==> src/hw/rtl/sensor_table_linearizer_macros.svh <==
// Assertion macros shared by the sensor table linearizer RTL.
`ifndef SENSOR_TABLE_LINEARIZER_MACROS_SVH
`define SENSOR_TABLE_LINEARIZER_MACROS_SVH
`ifndef SYNTH
`define STL_ASSERT_IMP(lbl, ante, cons) \
  lbl: assert property (@(posedge clk) disable iff (!rst_n) (ante) |-> (cons)) \
    else $error("sensor_table_linearizer: assertion failed");
`define STL_ASSERT_NXT(lbl, ante, cons) \
  lbl: assert property (@(posedge clk) disable iff (!rst_n) (ante) |=> (cons)) \
    else $error("sensor_table_linearizer: assertion failed");
`else
`define STL_ASSERT_IMP(lbl, ante, cons)
`define STL_ASSERT_NXT(lbl, ante, cons)
`endif
`endif

==> src/hw/rtl/stl_pkg.sv <==
// Types and constants shared by the sensor table linearizer files.
`timescale 1ns / 1ps

package stl_pkg;

  localparam int STL_POINTS = 11;

  localparam int RAW_W  = 16;
  localparam int IDX_W  = 4;
  localparam int DIST_W = 16;
  localparam int CUR_W  = 13;
  localparam int PCT_W  = 15;
  localparam int DAC_W  = 16;
  localparam int SEG_W  = 4;

  // The top four bits of a sensor word are error flags.
  localparam int ERR_BITS = 4;

  localparam logic CMD_SAMPLE = 1'b0;
  localparam logic CMD_WRITE  = 1'b1;

  localparam int DIST_MAX    = 32767;
  localparam int DIST_MIN    = -32768;
  localparam int CUR_LO      = 1024;
  localparam int CUR_HI      = 5120;
  localparam int CUR_SPAN_Q8 = 4096;

  // DAC word: (5*I - 4864)*65535/22016, with 22016 = 43 * 2^9.
  localparam int DAC_X_OFS = 256;
  localparam int DAC_SHIFT = 9;
  localparam int DAC_DIV   = 43;
  localparam int DAC_PRE_W = 22;

  typedef struct packed {
    logic             cmd;
    logic [RAW_W-1:0] raw_word;
    logic [IDX_W-1:0] point_index;
  } stl_in_t;

  typedef struct packed {
    logic signed [DIST_W-1:0] distance_q8;
    logic [CUR_W-1:0]         current_q8;
    logic [PCT_W-1:0]         percent_q8;
    logic [DAC_W-1:0]         dac_code;
    logic [SEG_W-1:0]         segment;
    logic                     sample_held;
    logic                     flat_segment;
  } stl_out_t;

endpackage

==> src/hw/rtl/stl_channels.sv <==
// Valid/ready channel interfaces for the linearizer input and result streams.
`timescale 1ns / 1ps

interface stl_in_if;
  logic            valid;
  logic            ready;
  stl_pkg::stl_in_t data;

  modport source (output valid, output data, input ready);
  modport sink (input valid, input data, output ready);
endinterface

interface stl_out_if;
  logic             valid;
  logic             ready;
  stl_pkg::stl_out_t data;

  modport source (output valid, output data, input ready);
  modport sink (input valid, input data, output ready);
endinterface

==> src/hw/rtl/sensor_table_linearizer.sv <==
// Top level of the sensor table linearizer: table walk, serial divider and output stage.
`timescale 1ns / 1ps
`include "sensor_table_linearizer_macros.svh"

// The linearizer maps a raw inductive-sensor word onto distance through a
// descending calibration table of POINTS entries, one entry per millimeter,
// and derives a 4-20 mA loop current, a percent of span and a DAC code from it.
// A transaction with cmd = write stores raw_word into table entry point_index
// (indexes not below POINTS are dropped) and produces no result. A sample
// transaction produces exactly one result; when any of its four error bits is
// set, the last good sample is used again and sample_held is raised. Table
// entries must be written before a sample can reach them. The block works on
// one sample at a time: it scans the table until an entry not above the sample
// or the last entry is found, reads the two entries of that segment, forms the
// slope and the numerator, runs the position division, applies the sign and
// clamps, then scales the current by 1/(POINTS-1) in a second division, which
// is skipped when the current clamps at 4 or 20 mA, and forms the DAC code in
// a third division. The single radix-2 restoring divider produces one quotient
// bit per cycle and is reused for the position, the current and the DAC code.
// The result sits in an output register, so the next transaction is taken
// while a finished result still waits for the sink.

module sensor_table_linearizer #(
  parameter int POINTS = stl_pkg::STL_POINTS
) (
  input  logic          clk,
  input  logic          rst_n,
  stl_in_if.sink        in_ch,
  stl_out_if.source     out_ch
);

  import stl_pkg::*;

  // Index width for table entries and segment numbers.
  localparam int KW   = $clog2(POINTS);
  // Signed position numerator and the left-aligned dividend width.
  localparam int NW   = KW + 18;
  localparam int DW   = KW + 29;
  localparam int QBW  = DW + 2;
  localparam int CW   = $clog2(DW + 1);
  // Current scaling: quotient of 4096*n/d is clamped below this bound.
  localparam int CMAX = CUR_SPAN_Q8 * (POINTS - 1);
  localparam int QW   = $clog2(CMAX);
  localparam logic [KW-1:0] LAST = KW'(POINTS - 1);

  localparam logic [3:0] ST_IDLE   = 4'd0;
  localparam logic [3:0] ST_SEARCH = 4'd1;
  localparam logic [3:0] ST_RD_LO  = 4'd2;
  localparam logic [3:0] ST_RD_HI  = 4'd3;
  localparam logic [3:0] ST_CALC_D = 4'd4;
  localparam logic [3:0] ST_CALC_N = 4'd5;
  localparam logic [3:0] ST_DIV_Q  = 4'd6;
  localparam logic [3:0] ST_FIX_Q  = 4'd7;
  localparam logic [3:0] ST_CLAMP  = 4'd8;
  localparam logic [3:0] ST_DIV_C  = 4'd9;
  localparam logic [3:0] ST_LD_DAC = 4'd10;
  localparam logic [3:0] ST_DIV_D  = 4'd11;
  localparam logic [3:0] ST_DONE   = 4'd12;

  // Calibration table, written from the input channel, read one entry a cycle.
  logic [RAW_W-1:0] table_mem [POINTS];
  logic [RAW_W-1:0] rd_data_r;
  logic [KW-1:0]    rd_addr;
  logic             wr_en;

  logic [3:0]              state_r, state_nxt;
  logic [KW-1:0]           k_r;
  logic [RAW_W-1:0]        held_r;
  logic                    held_flag_r;
  logic [RAW_W-1:0]        x1_r;
  logic signed [RAW_W:0]   d_r;
  logic                    flat_r;
  logic                    neg_r;
  logic [DW-1:0]           div_r;
  logic [RAW_W-1:0]        rem_r;
  logic [RAW_W-1:0]        dvs_r;
  logic [CW-1:0]           cnt_r;
  logic signed [QBW-1:0]   q_r;
  logic signed [DIST_W-1:0] dist_r;
  logic [CUR_W-1:0]        cur_off_r;
  stl_out_t                out_data_r;
  logic                    out_valid_r;

  logic                    in_ready;
  logic                    in_take;
  logic                    out_load;
  logic                    search_hit;

  // Divider step.
  logic [RAW_W:0]          trial;
  logic                    trial_ge;
  logic [RAW_W:0]          trial_diff;

  // Arithmetic between divider runs.
  logic signed [RAW_W:0]   d_calc;
  logic [KW-1:0]           km1;
  logic signed [NW-1:0]    n_calc;
  logic signed [NW-1:0]    n_abs;
  logic signed [RAW_W:0]   d_abs;
  logic [DW:0]             q_mag;
  logic signed [QBW-1:0]   q_sig;
  logic signed [QBW-1:0]   q_shr;
  logic [14:0]             dac_x;
  logic [30:0]             dac_prod;
  logic [16:0]             pct_x25;

  assign in_ready     = (state_r == ST_IDLE);
  assign in_ch.ready  = in_ready;
  assign in_take      = in_ch.valid && in_ready;
  assign wr_en        = in_take && (in_ch.data.cmd == CMD_WRITE) &&
                        (int'(in_ch.data.point_index) < POINTS);
  assign out_load     = (state_r == ST_DONE) && (!out_valid_r || out_ch.ready);
  assign out_ch.valid = out_valid_r;
  assign out_ch.data  = out_data_r;

  assign search_hit = (rd_data_r <= held_r) || (k_r == LAST);

  always_comb begin
    unique case (state_r)
      ST_SEARCH: rd_addr = (k_r == LAST) ? k_r : k_r + KW'(1);
      ST_RD_LO:  rd_addr = k_r - KW'(1);
      ST_IDLE:   rd_addr = '0;
      default:   rd_addr = k_r;
    endcase
  end

  always_ff @(posedge clk) begin
    if (wr_en) begin
      table_mem[KW'(in_ch.data.point_index)] <= in_ch.data.raw_word;
    end
    rd_data_r <= table_mem[rd_addr];
  end

  always_comb begin
    trial      = {rem_r, div_r[DW-1]};
    trial_ge   = (trial >= {1'b0, dvs_r});
    trial_diff = trial - {1'b0, dvs_r};

    d_calc = $signed({1'b0, rd_data_r}) - $signed({1'b0, x1_r});
    km1    = k_r - KW'(1);
    if (flat_r) begin
      n_calc = $signed(NW'(km1));
    end else begin
      n_calc = $signed({1'b0, km1}) * d_r +
               ($signed({1'b0, held_r}) - $signed({1'b0, x1_r}));
    end
    n_abs = n_calc[NW-1] ? -n_calc : n_calc;
    d_abs = d_r[RAW_W] ? -d_r : d_r;

    // Floor for a negative quotient rounds the magnitude up on a remainder.
    q_mag = {1'b0, div_r} + (DW+1)'(neg_r && (rem_r != '0));
    q_sig = $signed({1'b0, q_mag});
    q_shr = q_r >>> 4;

    dac_x    = {cur_off_r, 2'b00} + 15'(cur_off_r) + 15'(DAC_X_OFS);
    dac_prod = {dac_x, 16'h0000} - {16'h0000, dac_x};
    pct_x25  = {cur_off_r, 4'b0000} + {1'b0, cur_off_r, 3'b000} + 17'(cur_off_r);
  end

  always_comb begin
    state_nxt = state_r;
    unique case (state_r)
      ST_IDLE: begin
        if (in_take && (in_ch.data.cmd == CMD_SAMPLE)) begin
          state_nxt = ST_SEARCH;
        end
      end
      ST_SEARCH: begin
        if (search_hit) begin
          state_nxt = ST_RD_LO;
        end
      end
      ST_RD_LO:  state_nxt = ST_RD_HI;
      ST_RD_HI:  state_nxt = ST_CALC_D;
      ST_CALC_D: state_nxt = ST_CALC_N;
      ST_CALC_N: state_nxt = ST_DIV_Q;
      ST_DIV_Q: begin
        if (cnt_r == CW'(1)) begin
          state_nxt = ST_FIX_Q;
        end
      end
      ST_FIX_Q:  state_nxt = ST_CLAMP;
      ST_CLAMP: begin
        if (q_r[QBW-1] || (q_r >= $signed(QBW'(CMAX)))) begin
          state_nxt = ST_LD_DAC;
        end else begin
          state_nxt = ST_DIV_C;
        end
      end
      ST_DIV_C: begin
        if (cnt_r == CW'(1)) begin
          state_nxt = ST_LD_DAC;
        end
      end
      ST_LD_DAC: state_nxt = ST_DIV_D;
      ST_DIV_D: begin
        if (cnt_r == CW'(1)) begin
          state_nxt = ST_DONE;
        end
      end
      ST_DONE: begin
        if (out_load) begin
          state_nxt = ST_IDLE;
        end
      end
      default: state_nxt = ST_IDLE;
    endcase
  end

  // Control state.
  always_ff @(posedge clk) begin
    if (!rst_n) begin
      state_r     <= ST_IDLE;
      out_valid_r <= 1'b0;
      held_r      <= '0;
    end else begin
      state_r <= state_nxt;
      if (out_load) begin
        out_valid_r <= 1'b1;
      end else if (out_ch.ready) begin
        out_valid_r <= 1'b0;
      end
      if (in_take && (in_ch.data.cmd == CMD_SAMPLE) &&
          (in_ch.data.raw_word[RAW_W-1 -: ERR_BITS] == '0)) begin
        held_r <= in_ch.data.raw_word;
      end
    end
  end

  // Datapath: table walk, serial divider and result assembly.
  always_ff @(posedge clk) begin
    unique case (state_r)
      ST_IDLE: begin
        k_r         <= '0;
        held_flag_r <= (in_ch.data.raw_word[RAW_W-1 -: ERR_BITS] != '0);
      end
      ST_SEARCH: begin
        if (search_hit) begin
          k_r <= (k_r == '0) ? KW'(1) : k_r;
        end else begin
          k_r <= k_r + KW'(1);
        end
      end
      ST_RD_LO: begin
      end
      ST_RD_HI: begin
        x1_r <= rd_data_r;
      end
      ST_CALC_D: begin
        flat_r <= (rd_data_r == x1_r);
        d_r    <= (rd_data_r == x1_r) ? 17'sd1 : d_calc;
      end
      ST_CALC_N: begin
        neg_r <= n_calc[NW-1] ^ d_r[RAW_W];
        div_r <= {n_abs[NW-2:0], 12'h000};
        dvs_r <= d_abs[RAW_W-1:0];
        rem_r <= '0;
        cnt_r <= CW'(DW);
      end
      ST_DIV_Q, ST_DIV_C, ST_DIV_D: begin
        rem_r <= trial_ge ? trial_diff[RAW_W-1:0] : trial[RAW_W-1:0];
        div_r <= {div_r[DW-2:0], trial_ge};
        cnt_r <= cnt_r - CW'(1);
        if ((state_r == ST_DIV_C) && (cnt_r == CW'(1))) begin
          cur_off_r <= {div_r[CUR_W-2:0], trial_ge};
        end
      end
      ST_FIX_Q: begin
        q_r <= neg_r ? -q_sig : q_sig;
      end
      ST_CLAMP: begin
        if (q_shr > $signed(QBW'(DIST_MAX))) begin
          dist_r <= DIST_W'(DIST_MAX);
        end else if (q_shr < $signed(QBW'(DIST_MIN))) begin
          dist_r <= DIST_W'(DIST_MIN);
        end else begin
          dist_r <= q_shr[DIST_W-1:0];
        end
        if (q_r[QBW-1]) begin
          cur_off_r <= '0;
        end else if (q_r >= $signed(QBW'(CMAX))) begin
          cur_off_r <= CUR_W'(CUR_SPAN_Q8);
        end else begin
          // Scale by 1/(POINTS-1): the QW-bit dividend is left-aligned.
          div_r <= DW'(q_r[QW-1:0]) << (DW - QW);
          dvs_r <= RAW_W'(POINTS - 1);
          rem_r <= '0;
          cnt_r <= CW'(QW);
        end
      end
      ST_LD_DAC: begin
        div_r <= DW'(dac_prod[30:DAC_SHIFT]) << (DW - DAC_PRE_W);
        dvs_r <= RAW_W'(DAC_DIV);
        rem_r <= '0;
        cnt_r <= CW'(DAC_PRE_W);
      end
      ST_DONE: begin
        if (out_load) begin
          out_data_r.distance_q8  <= dist_r;
          out_data_r.current_q8   <= CUR_W'(CUR_LO) + cur_off_r;
          out_data_r.percent_q8   <= pct_x25[16:2];
          out_data_r.dac_code     <= div_r[DAC_W-1:0];
          out_data_r.segment      <= SEG_W'(k_r);
          out_data_r.sample_held  <= held_flag_r;
          out_data_r.flat_segment <= flat_r;
        end
      end
      default: begin
      end
    endcase
  end

  `STL_ASSERT_IMP(a_seg_nonzero, state_r == ST_DONE, k_r != '0)
  `STL_ASSERT_IMP(a_div_count, (state_r == ST_DIV_Q) || (state_r == ST_DIV_C) || (state_r == ST_DIV_D), cnt_r != '0)
  `STL_ASSERT_NXT(a_sample_walk, in_take && (in_ch.data.cmd == CMD_SAMPLE), state_r == ST_SEARCH)
  `STL_ASSERT_IMP(a_cur_range, out_valid_r, (out_data_r.current_q8 >= CUR_W'(CUR_LO)) && (out_data_r.current_q8 <= CUR_W'(CUR_HI)))
  `STL_ASSERT_NXT(a_out_load, out_load, out_valid_r && (state_r == ST_IDLE))

endmodule
==> src/flat_wrapper.sv <==
// flat-port wrapper written by rule: the top's interface ports become plain ports
module sensor_table_linearizer_flat import stl_pkg::*;
#(
  parameter int POINTS = stl_pkg::STL_POINTS
)
  (clk, rst_n, in_ch_valid, in_ch_data, in_ch_ready, out_ch_valid, out_ch_data, out_ch_ready);
  stl_in_if in_ch_i ();
  stl_out_if out_ch_i ();
  input  logic clk;
  input  logic rst_n;
  input wire logic [$bits(in_ch_i.valid)-1:0] in_ch_valid;
  input wire logic [$bits(in_ch_i.data)-1:0] in_ch_data;
  output wire logic [$bits(in_ch_i.ready)-1:0] in_ch_ready;
  output wire logic [$bits(out_ch_i.valid)-1:0] out_ch_valid;
  output wire logic [$bits(out_ch_i.data)-1:0] out_ch_data;
  input wire logic [$bits(out_ch_i.ready)-1:0] out_ch_ready;
  assign in_ch_i.valid = in_ch_valid;
  assign in_ch_i.data = in_ch_data;
  assign in_ch_ready = in_ch_i.ready;
  assign out_ch_valid = out_ch_i.valid;
  assign out_ch_data = out_ch_i.data;
  assign out_ch_i.ready = out_ch_ready;
  sensor_table_linearizer #(.POINTS(POINTS)) u_core (.clk(clk), .rst_n(rst_n), .in_ch(in_ch_i), .out_ch(out_ch_i));
endmodule
==> config.mk <==
export PLATFORM = sky130hd
export DESIGN_NAME = sensor_table_linearizer_flat
export DESIGN_NICKNAME = d
export VERILOG_FILES = /design/src/hw/rtl/stl_pkg.sv /design/src/hw/rtl/stl_channels.sv /design/src/hw/rtl/sensor_table_linearizer.sv /design/src/flat_wrapper.sv
export VERILOG_INCLUDE_DIRS = /design/src /design/src/hw/rtl
export SDC_FILE = /design/constraint.sdc
export NUM_CORES = 1
export LEC_CHECK = 0
export ABC_AREA = 1
export BUFFER_PORTS_ARGS = -buffer_cell sky130_fd_sc_hd__buf_2
export CAP_MARGIN = 20
export CORE_MARGIN = 2
export CORE_UTILIZATION = 35
export CTS_CLUSTER_DIAMETER = 200
export DETAILED_ROUTE_END_ITERATION = 6
export PLACE_DENSITY_LB_ADDON = 0.2
export SLEW_MARGIN = 20
export SYNTH_ARGS = -nofsm -noshare
export SYNTH_HDL_FRONTEND = slang
export SYNTH_SLANG_ARGS = --single-unit
==> constraint.sdc <==
create_clock -name clk -period 6.3 [get_ports clk]
set_input_delay 0.945 -clock clk [delete_from_list [all_inputs] [get_ports clk]]
set_output_delay 0.945 -clock clk [all_outputs]
set_load 0.02 [all_outputs]
==> impl_metrics.yaml, run 1 <==
status:
  run_status: "finished, final reports clean"
floorplan:
  boundaryPins: 93
  core_area_mm2: 0.07913
  core.rowCount: 103
  die_height_um: 287.0
  initial_core_util: 0.3542
  die_width_um: 287.0
  area_of_the_die_mm2: 0.08235
synth:
  syn_avg_cell_area_um2: 9.023
  post_synth_top_flop: "sky130_fd_sc_hd__edfxtp_1"
  netlist_instances: 3106
  synth.largest_area_cell: "sky130_fd_sc_hd__edfxtp_1"
  yosysWarnings: 0
  synth_unique_cells: 63
  synth_largest_type_area_fraction: 0.4457
  syn_area_mm2: 0.02803
  post_synth_main_area_contributors: "sky130_fd_sc_hd__edfxtp_1 (45%), sky130_fd_sc_hd__nand2_1 (8.2%), sky130_fd_sc_hd__ha_1 (7.0%), sky130_fd_sc_hd__inv_1 (6.3%), sky130_fd_sc_hd__fa_1 (4.7%)"
  mappedNetlistNets: 3354
  synth.yosys.seq_area_share: 0.4722
  synth_edf_count: 416
  yosys_register_bits: 453
  synth-async-reset-ratio: 0
drt:
  first_iter_violations: 1569
  detail_route.first_pass.iterations: 6
  final_antenna_net_count: 0
  route.top_layer_used: "met5"
  wirelength_mm: 78.15
  via_per_inst: 4.954
  met2_length_mm: 36.42
  dr_total_vias: 21380
  dr_wl_met3_mm: 3.970
  detail_route.wirelength.met1_mm: 35.24
  routed_wire_length_per_instance_um: 18.11
  drc: 0
min_path:
  hp-class: "reg2reg"
critical_path:
  path_class: "reg2reg"
  critical_path.most_common_cell: "sky130_fd_sc_hd__nand2_1"
  critical_path.max_fanout: 5
  crit_arrival_ns: 6.22
  cp_slowest_cell: "sky130_fd_sc_hd__fa_1"
  worst_path_largest_cell_delay_ns: 0.52
  worst_setup_path_end_kind: "register"
  required_ns: 6.63
  cp_launch_type: "register"
  crit_buf_inv: 7
  cpLargestDelayFamily: "adder cells"
sta:
  setup-violations-final: 0
  unrepaired_setup_endpoints_after_global_routing: "false"
  fmax_mhz: 169.8
  report.final.slew_viol_count: 0
  timing_hold_violations_final: 0
  min_tclk_post_route_ns: 5.890
  post-route-period-util: 0.9348
  timing.max_slew.rel_slack: 0.2684
  fin_skew_ns: 0.04885
  timing_worst_slew_pin_value_ns: 1.096
  fin_tns_setup_ns: 0
clocking:
  clkSinkCount: 453
  clkTransAtPathRegs_ns: 0.06
  cts-htree-levels: 2
  cts-root-buf: "sky130_fd_sc_hd__clkbuf_16"
  clk_latency_ns: 0.63
  cts_inserted_buffers: 51
  clock_tree.buffer_depth: 3
  tritoncts: "done"
placement:
  place_congestion: 0.9505
  buffer_ports.inserted: 92
  dp_hpwl_mm: 58.26
layout:
  post_route_cells_drive_above_1_share: 0.09804
  fillCellCount: 7997
  area_growth_syn_to_layout_pct: 13.10
  mostFrequentLayoutCell: "sky130_fd_sc_hd__nand2_1"
  fin_nets: 3470
  mostFrequentLayoutCells: "sky130_fd_sc_hd__nand2_1 (608), sky130_fd_sc_hd__inv_1 (469), sky130_fd_sc_hd__edfxtp_1 (416)"
  final_core_util: 0.4006
grt:
  grt-ovfl-total: 0
  grt_start_max_net_pins: 113
  groute.usage.overall: 0.1880
  via_count_of_the_first_global_routing_pass: 20760
  grt_pass1_wl_mm: 119.6
  grt_antenna_before_repair: 7
run:
  maxCapViolCount: 0
## repair_timing
action / 4_1_cts / 5_1_grt
endpoints found under the setup margin: 0 / 21
resized for setup: 0 / 37
buffers inserted: 0 / 4
hold buffers: 0 / 0
## cells by family (layout without fill, tap and decap cells)
logic type                 after synthesis  count (layout)  share of synthesized area
other                                    0               1                          0
DFF                                    453             453                     0.4722
xor gates and xnor gates               111             111                    0.03656
and+or+nand+nor                       1245            1245                     0.1928
adders and majority gates              223             223                     0.1172
buffers and inverters                  559             717                    0.07634
AOI/OAI and AO/OA                      515             515                     0.1049
## state kept, by name (all words and copies together), names as in the netlist, 4 cells and up
register            cells
u_core.cnt_r            6
u_core.cur_off_r       13
u_core.d_r             17
u_core.dist_r          16
u_core.div_r           33
u_core.dvs_r           16
u_core.held_r          16
u_core.k_r              4
u_core.out_ch.data     65
u_core.q_r             35
u_core.rd_data_r       16
u_core.rem_r           16
u_core.state_r          4
u_core.table_mem      176
u_core.x1_r            16
## cells in the mapped netlist (11+ instances only)
| library cell | number |
|---|---|
| sky130_fd_sc_hd__nor2_1 | 269 |
| sky130_fd_sc_hd__fa_1 | 66 |
| sky130_fd_sc_hd__nand4_1 | 43 |
| sky130_fd_sc_hd__clkbuf_1 | 45 |
| sky130_fd_sc_hd__nand2_1 | 614 |
| sky130_fd_sc_hd__inv_1 | 469 |
| sky130_fd_sc_hd__a21oi_1 | 174 |
| sky130_fd_sc_hd__nand3_1 | 192 |
| sky130_fd_sc_hd__inv_2 | 13 |
| sky130_fd_sc_hd__dfxtp_1 | 37 |
| sky130_fd_sc_hd__o21ai_0 | 175 |
| sky130_fd_sc_hd__a22oi_1 | 16 |
| sky130_fd_sc_hd__xor2_1 | 69 |
| sky130_fd_sc_hd__nand3b_1 | 11 |
| sky130_fd_sc_hd__o22ai_1 | 15 |
| sky130_fd_sc_hd__nor3_1 | 51 |
| sky130_fd_sc_hd__o221ai_1 | 19 |
| sky130_fd_sc_hd__nor2_2 | 13 |
| sky130_fd_sc_hd__xnor2_1 | 35 |
| sky130_fd_sc_hd__o211ai_1 | 22 |
| sky130_fd_sc_hd__ha_1 | 157 |
| sky130_fd_sc_hd__buf_2 | 19 |
| sky130_fd_sc_hd__edfxtp_1 | 416 |
| sky130_fd_sc_hd__o21ai_1 | 38 |
## cell type report
type                    count  area, um2  share of cell area
repair buffers            137      827.0             0.02609
clock inverters            22      211.5            0.006671
inverters                 485       1826             0.05759
flip-flops and latches    453      13230              0.4175
multi-input cells        2094      12830              0.4049
diodes                      1      2.502          0.00007895
well taps                1050       1314             0.04145
clock buffers              73       1450             0.04575
## per-stage QoR
stage | hold slack, ns | area (um2) | instances | setup slack, ns
after floorplan | 0.4003 | 28030 | 3106 | 0.7205
after global placement | 0.4042 | 29850 | 4213 | 0.2683
after detailed placement | 0.4056 | 29850 | 4213 | 0.1621
after CTS | 0.4213 | 31510 | 4308 | 0.1258
after global routing | 0.4349 | 31690 | 4314 | 0.004609
final | 0.4173 | 31700 | 4315 | 0.4105
## routing by layer
metal / global-route usage / up-vias
li1: - / 10710
met1: 0.2488 / 10020
met4: 0.06094 / 12
met2: 0.3144 / 494
met3: 0.02968 / 139
met5: 0 / -
## path summary, 6_finish.rpt
| check | from | end | slack (ns) | depth (start not counted) |
|---|---|---|---|---|
| min reg2reg | u_core.dist_r[3] | u_core.out_ch.data[53] | 0.42 | 0 |
| min | u_core.dist_r[3] | u_core.out_ch.data[53] | 0.42 | 0 |
| max reg2reg | u_core.x1_r[0] | u_core.div_r[29] | 0.41 | 29 |
| max | u_core.x1_r[0] | u_core.div_r[29] | 0.41 | 29 |
Power of run 1 is left out: the tool's default activity adds up to more than one toggle a clock period on the data nets, which glitch-free logic cannot reach.
==> run 2, diff against run 1 <==
clock period = 7.6 ns   (was 6.3 ns; I/O delays follow)
==> impl_metrics.yaml, run 2 (synthesized netlist as in run 1, its figures left out) <==
status:
  run_status: "finished, final reports clean"
grt:
  grt_antenna_before_repair: 7
  via_count_of_the_first_global_routing_pass: 20390
  groute.usage.overall: 0.1857
  grt-ovfl-total: 0
  grt_start_max_net_pins: 66
  grt_pass1_wl_mm: 119.2
layout:
  max_flop_register: "u_core.table_mem"
  post_route_cells_drive_above_1_share: 0.08864
  regArea_mm2: 0.01323
  multi_input_comb_area_mm2: 0.01272
  mostFrequentLayoutCell: "sky130_fd_sc_hd__nand2_1"
  final_area_mm2: 0.03166
  largest_register_ff_count: 176
  fillCellCount: 7955
  fin_nets: 3458
  area_growth_syn_to_layout_pct: 12.98
  mostFrequentLayoutCells: "sky130_fd_sc_hd__nand2_1 (611), sky130_fd_sc_hd__inv_1 (469), sky130_fd_sc_hd__edfxtp_1 (416)"
sta:
  fin_tns_setup_ns: 0
  fin_skew_ns: 0.04190
  unrepaired_setup_endpoints_after_global_routing: "false"
  timing_hold_violations_final: 0
  timing_worst_slew_pin_value_ns: 1.112
  fmax_mhz: 155.6
  timing.max_slew.rel_slack: 0.2507
  post-route-period-util: 0.8454
  worst_slack_ns: 1.175
  setup-violations-final: 0
  report.final.slew_viol_count: 0
  min_tclk_post_route_ns: 6.425
critical_path:
  critical_path.most_common_cell: "sky130_fd_sc_hd__nand2_1"
  worst-r2r-cell-count: 32
  worst_r2r_dst: "u_core.div_r[20]"
  crit_arrival_ns: 6.78
  worst_setup_path_end_kind: "register"
  setup.worst_path.start: "u_core.x1_r[0]"
  cp_slowest_cell: "sky130_fd_sc_hd__fa_1"
  critical_path.max_fanout: 18
  ff2ff_setup_slack_ns: 1.18
  path_class: "reg2reg"
  required_ns: 7.95
  worst_path_largest_cell_delay_ns: 0.53
  worstReg2RegStart: "u_core.x1_r[0]"
  cp_launch_type: "register"
clocking:
  tritoncts: "done"
  clkTransAtPathRegs_ns: 0.07
  cts_setup_buffers: 0
  clkSinkCount: 453
  clk_latency_ns: 0.62
  cts-htree-levels: 2
  clock_tree.buffer_depth: 3
  cts_inserted_buffers: 51
  post_cts_resized: 0
  cts_hold_buffers: 0
  cts-root-buf: "sky130_fd_sc_hd__clkbuf_16"
min_path:
  hp-class: "reg2reg"
  whs_endpoint: "u_core.out_ch.data[50]"
  hold_depth: 0
  min-delay-start: "u_core.dist_r[0]"
placement:
  dp_hpwl_mm: 57.62
  buffer_ports.inserted: 92
  placement.cell_area_mm2: 0.02978
  place_congestion: 0.9346
  dp_slack_ns: 1.203
drt:
  drc: 0
  routed_wire_length_per_instance_um: 17.83
  final_antenna_net_count: 0
  first_iter_violations: 1730
  wirelength_mm: 76.68
  detail_route.first_pass.iterations: 5
  via_per_inst: 4.977
  dr_total_vias: 21400
floorplan:
  initial_core_util: 0.3542
  die_width_um: 287.0
  boundaryPins: 93
  core_area_mm2: 0.07913
  area_of_the_die_mm2: 0.08235
  core.rowCount: 103
  die_height_um: 287.0
run:
  maxCapViolCount: 0
run 2: changes by cell type in the layout (fill, tap and decap cells not counted), moves of 4 or more:
| cell | change |
|---|---|
| sky130_fd_sc_hd__nor2_1 | +10 |
| sky130_fd_sc_hd__nor2_2 | -8 |
| sky130_fd_sc_hd__bufinv_16 | +8 |
| sky130_fd_sc_hd__a21oi_2 | -4 |
| sky130_fd_sc_hd__nand3_1 | +4 |
| sky130_fd_sc_hd__nand3_2 | -4 |
| sky130_fd_sc_hd__buf_4 | -10 |
| sky130_fd_sc_hd__clkbuf_1 | -10 |
| sky130_fd_sc_hd__a21oi_1 | +4 |
| sky130_fd_sc_hd__clkbuf_8 | -4 |
run 2: cell type report:
cell class                      count  area share
Sequential cell                   453      0.4179
Multi-Input combinational cell   2094      0.4018
Inverter                          485     0.05750
Clock buffer                       59     0.04288
Tap cell                         1050     0.04149
Timing Repair Buffer              125     0.02324
Clock inverter                     33     0.01513
Antenna cell                        1  0.00007903
run 2: stage by stage:
step           std cells  utilization  hold WS (ns)
2_1_floorplan       3106            -        0.4003
3_3_place_gp        4205       0.3763        0.4051
3_5_place_dp        4205       0.3764        0.4045
4_1_cts             4297       0.3996        0.4170
5_1_grt             4300       0.4001        0.4247
6_report            4300       0.4001        0.4145
run 2: critical path: cells and delay by family, from the launching register on:
kind                     cells  cell delay [ns]
AO/OA/AOI/OAI                4             0.84
XOR/XNOR                     2             0.23
adder cells (fa/ha/maj)      6             2.48
buffers and inverters        7             0.76
flip-flops                   1             0.40
AND/OR/NAND/NOR             13             1.43
run 2: how the worst max path moves through the flow:
stage / to / slack (ns)
2_1_floorplan: u_core.div_r[32] / 2.02
3_3_place_gp: u_core.div_r[20] / 1.32
3_5_place_dp: u_core.div_r[20] / 1.20
4_1_cts: u_core.div_r[20] / 1.16
5_1_grt: u_core.div_r[24] / 0.52
6_report: u_core.div_r[20] / 1.18
run 2: per-layer routing:
metal  routed length [um]  vias up  share of wire  global-route usage
li1                     -    10680              -                   -
met4                 1623       10          0.021             0.04232
met2                36060      483           0.47              0.3113
met5                   60        -        0.00078                   0
met3                 3363      102          0.044             0.02238
met1                35570    10120           0.46              0.2568
Power of run 2 is left out for the same reason.
==> run 3, diff against run 2 <==
clock period = 6.7 ns   (was 7.6 ns; I/O delays follow)
==> impl_metrics.yaml, run 3 (synthesized netlist as in run 1, its figures left out) <==
clocking:
  cts_inserted_buffers: 52
  cts_hold_buffers: 0
  cts-root-buf: "sky130_fd_sc_hd__clkbuf_16"
  clkSinkCount: 453
  clkTransAtPathRegs_ns: 0.06
  cts-htree-levels: 2
  clock_tree.buffer_depth: 3
  clk_latency_ns: 0.62
  tritoncts: "done"
drt:
  routed_wire_length_per_instance_um: 17.89
  via_per_inst: 4.965
  final_antenna_net_count: 0
  detail_route.first_pass.iterations: 6
  dr_total_vias: 21410
  first_iter_violations: 1369
  wirelength_mm: 77.13
  drc: 0
layout:
  largest_register_ff_count: 176
  final_area_mm2: 0.03156
  max_flop_register: "u_core.table_mem"
  fin_nets: 3464
  fillCellCount: 8003
  area_growth_syn_to_layout_pct: 12.62
  mostFrequentLayoutCells: "sky130_fd_sc_hd__nand2_1 (611), sky130_fd_sc_hd__inv_1 (469), sky130_fd_sc_hd__edfxtp_1 (416)"
  finish.cell_count_without_fillers: 4312
  post_route_cells_drive_above_1_share: 0.08960
  mostFrequentLayoutCell: "sky130_fd_sc_hd__nand2_1"
grt:
  groute.usage.overall: 0.1863
  grt_pass1_wl_mm: 120.1
  grt_antenna_before_repair: 9
  grt_start_max_net_pins: 66
  grt-ovfl-total: 0
  via_count_of_the_first_global_routing_pass: 20690
sta:
  min_tclk_post_route_ns: 6.149
  setup-violations-final: 0
  report.final.slew_viol_count: 0
  timing_worst_slew_pin_value_ns: 1.078
  post-route-period-util: 0.9178
  fin_tns_setup_ns: 0
  timing_hold_violations_final: 0
  timing.max_slew.rel_slack: 0.2793
  unrepaired_setup_endpoints_after_global_routing: "false"
  fin_skew_ns: 0.02964
  fmax_mhz: 162.6
  fin_hold_ws_ns: 0.4175
critical_path:
  worst_r2r_dst: "u_core.div_r[24]"
  cp_num_cells: 32
  cpLargestDelayFamily: "adder cells"
  cp_launch_type: "register"
  worst_setup_path_end_kind: "register"
  worst-r2r-cell-count: 32
  cp_slowest_cell: "sky130_fd_sc_hd__fa_1"
  critical_path.max_fanout: 18
  crit_arrival_ns: 6.48
  worst_setup_path_endpoint: "u_core.div_r[24]"
  ff2ff_setup_slack_ns: 0.55
  setup.worst_path.start: "u_core.x1_r[0]"
  worstReg2RegStart: "u_core.x1_r[0]"
  path_class: "reg2reg"
  worst_path_largest_cell_delay_ns: 0.52
  required_ns: 7.03
  crit_buf_inv: 6
  critical_path.most_common_cell: "sky130_fd_sc_hd__nand2_1"
placement:
  dp_hpwl_mm: 57.56
  dpl.cell_count: 4211
  place_congestion: 0.9134
  placement.cell_area_mm2: 0.02982
  buffer_ports.inserted: 92
floorplan:
  die_height_um: 287.0
  boundaryPins: 93
  die_width_um: 287.0
  initial_core_util: 0.3542
  core.rowCount: 103
  core_area_mm2: 0.07913
  area_of_the_die_mm2: 0.08235
min_path:
  min-delay-start: "u_core.dist_r[9]"
  hp-class: "reg2reg"
run:
  maxCapViolCount: 0
status:
  run_status: "finished, final reports clean"
[run 3: repair_timing]
item | 4_1_cts | 5_1_grt
hold endpoints to repair | 0 | 0
buffers inserted | 0 | 0
gates resized for setup | 0 | 4
endpoints found under the setup margin | 0 | 13
[run 3: metal layers]
layer | GRT usage | vias to the layer above | part of all wire | wire (um)
li1 | - | 10710 | - | -
met1 | 0.2520 | 10150 | 0.46 | 35750
met2 | 0.3155 | 444 | 0.47 | 36570
met3 | 0.02706 | 95 | 0.041 | 3186
met4 | 0.04206 | 14 | 0.020 | 1537
met5 | 0 | - | 0.0011 | 83
[run 3: worst min-delay path by stage]
stage	end	cells past startpoint
6_report	u_core.out_ch.data[59]	0
5_1_grt	u_core.out_ch.data[63]	0
4_1_cts	u_core.out_ch.data[54]	0
3_5_place_dp	u_core.out_ch.data[54]	0
3_3_place_gp	u_core.out_ch.data[51]	0
2_1_floorplan	u_core.out_ch.data[1]	0
[run 3: final cells by class]
class                           instances  area (um2)  area share
Antenna cell                            3       7.507   0.0002379
Tap cell                             1050        1314     0.04163
Multi-Input combinational cell       2094       12720      0.4032
Timing Repair Buffer                  130       765.7     0.02426
Sequential cell                       453       13230      0.4193
Inverter                              485        1822     0.05772
Clock inverter                         32       325.3     0.01031
Clock buffer                           65        1370     0.04341
[run 3: through the flow]
step	util	setup slack, ns
after floorplan	-	1.121
after global placement	0.3768	0.5425
after detailed placement	0.3768	0.4289
after CTS	0.3983	0.3963
after global routing	0.3988	0.008625
final	0.3989	0.5509
Power of run 3 is left out for the same reason.
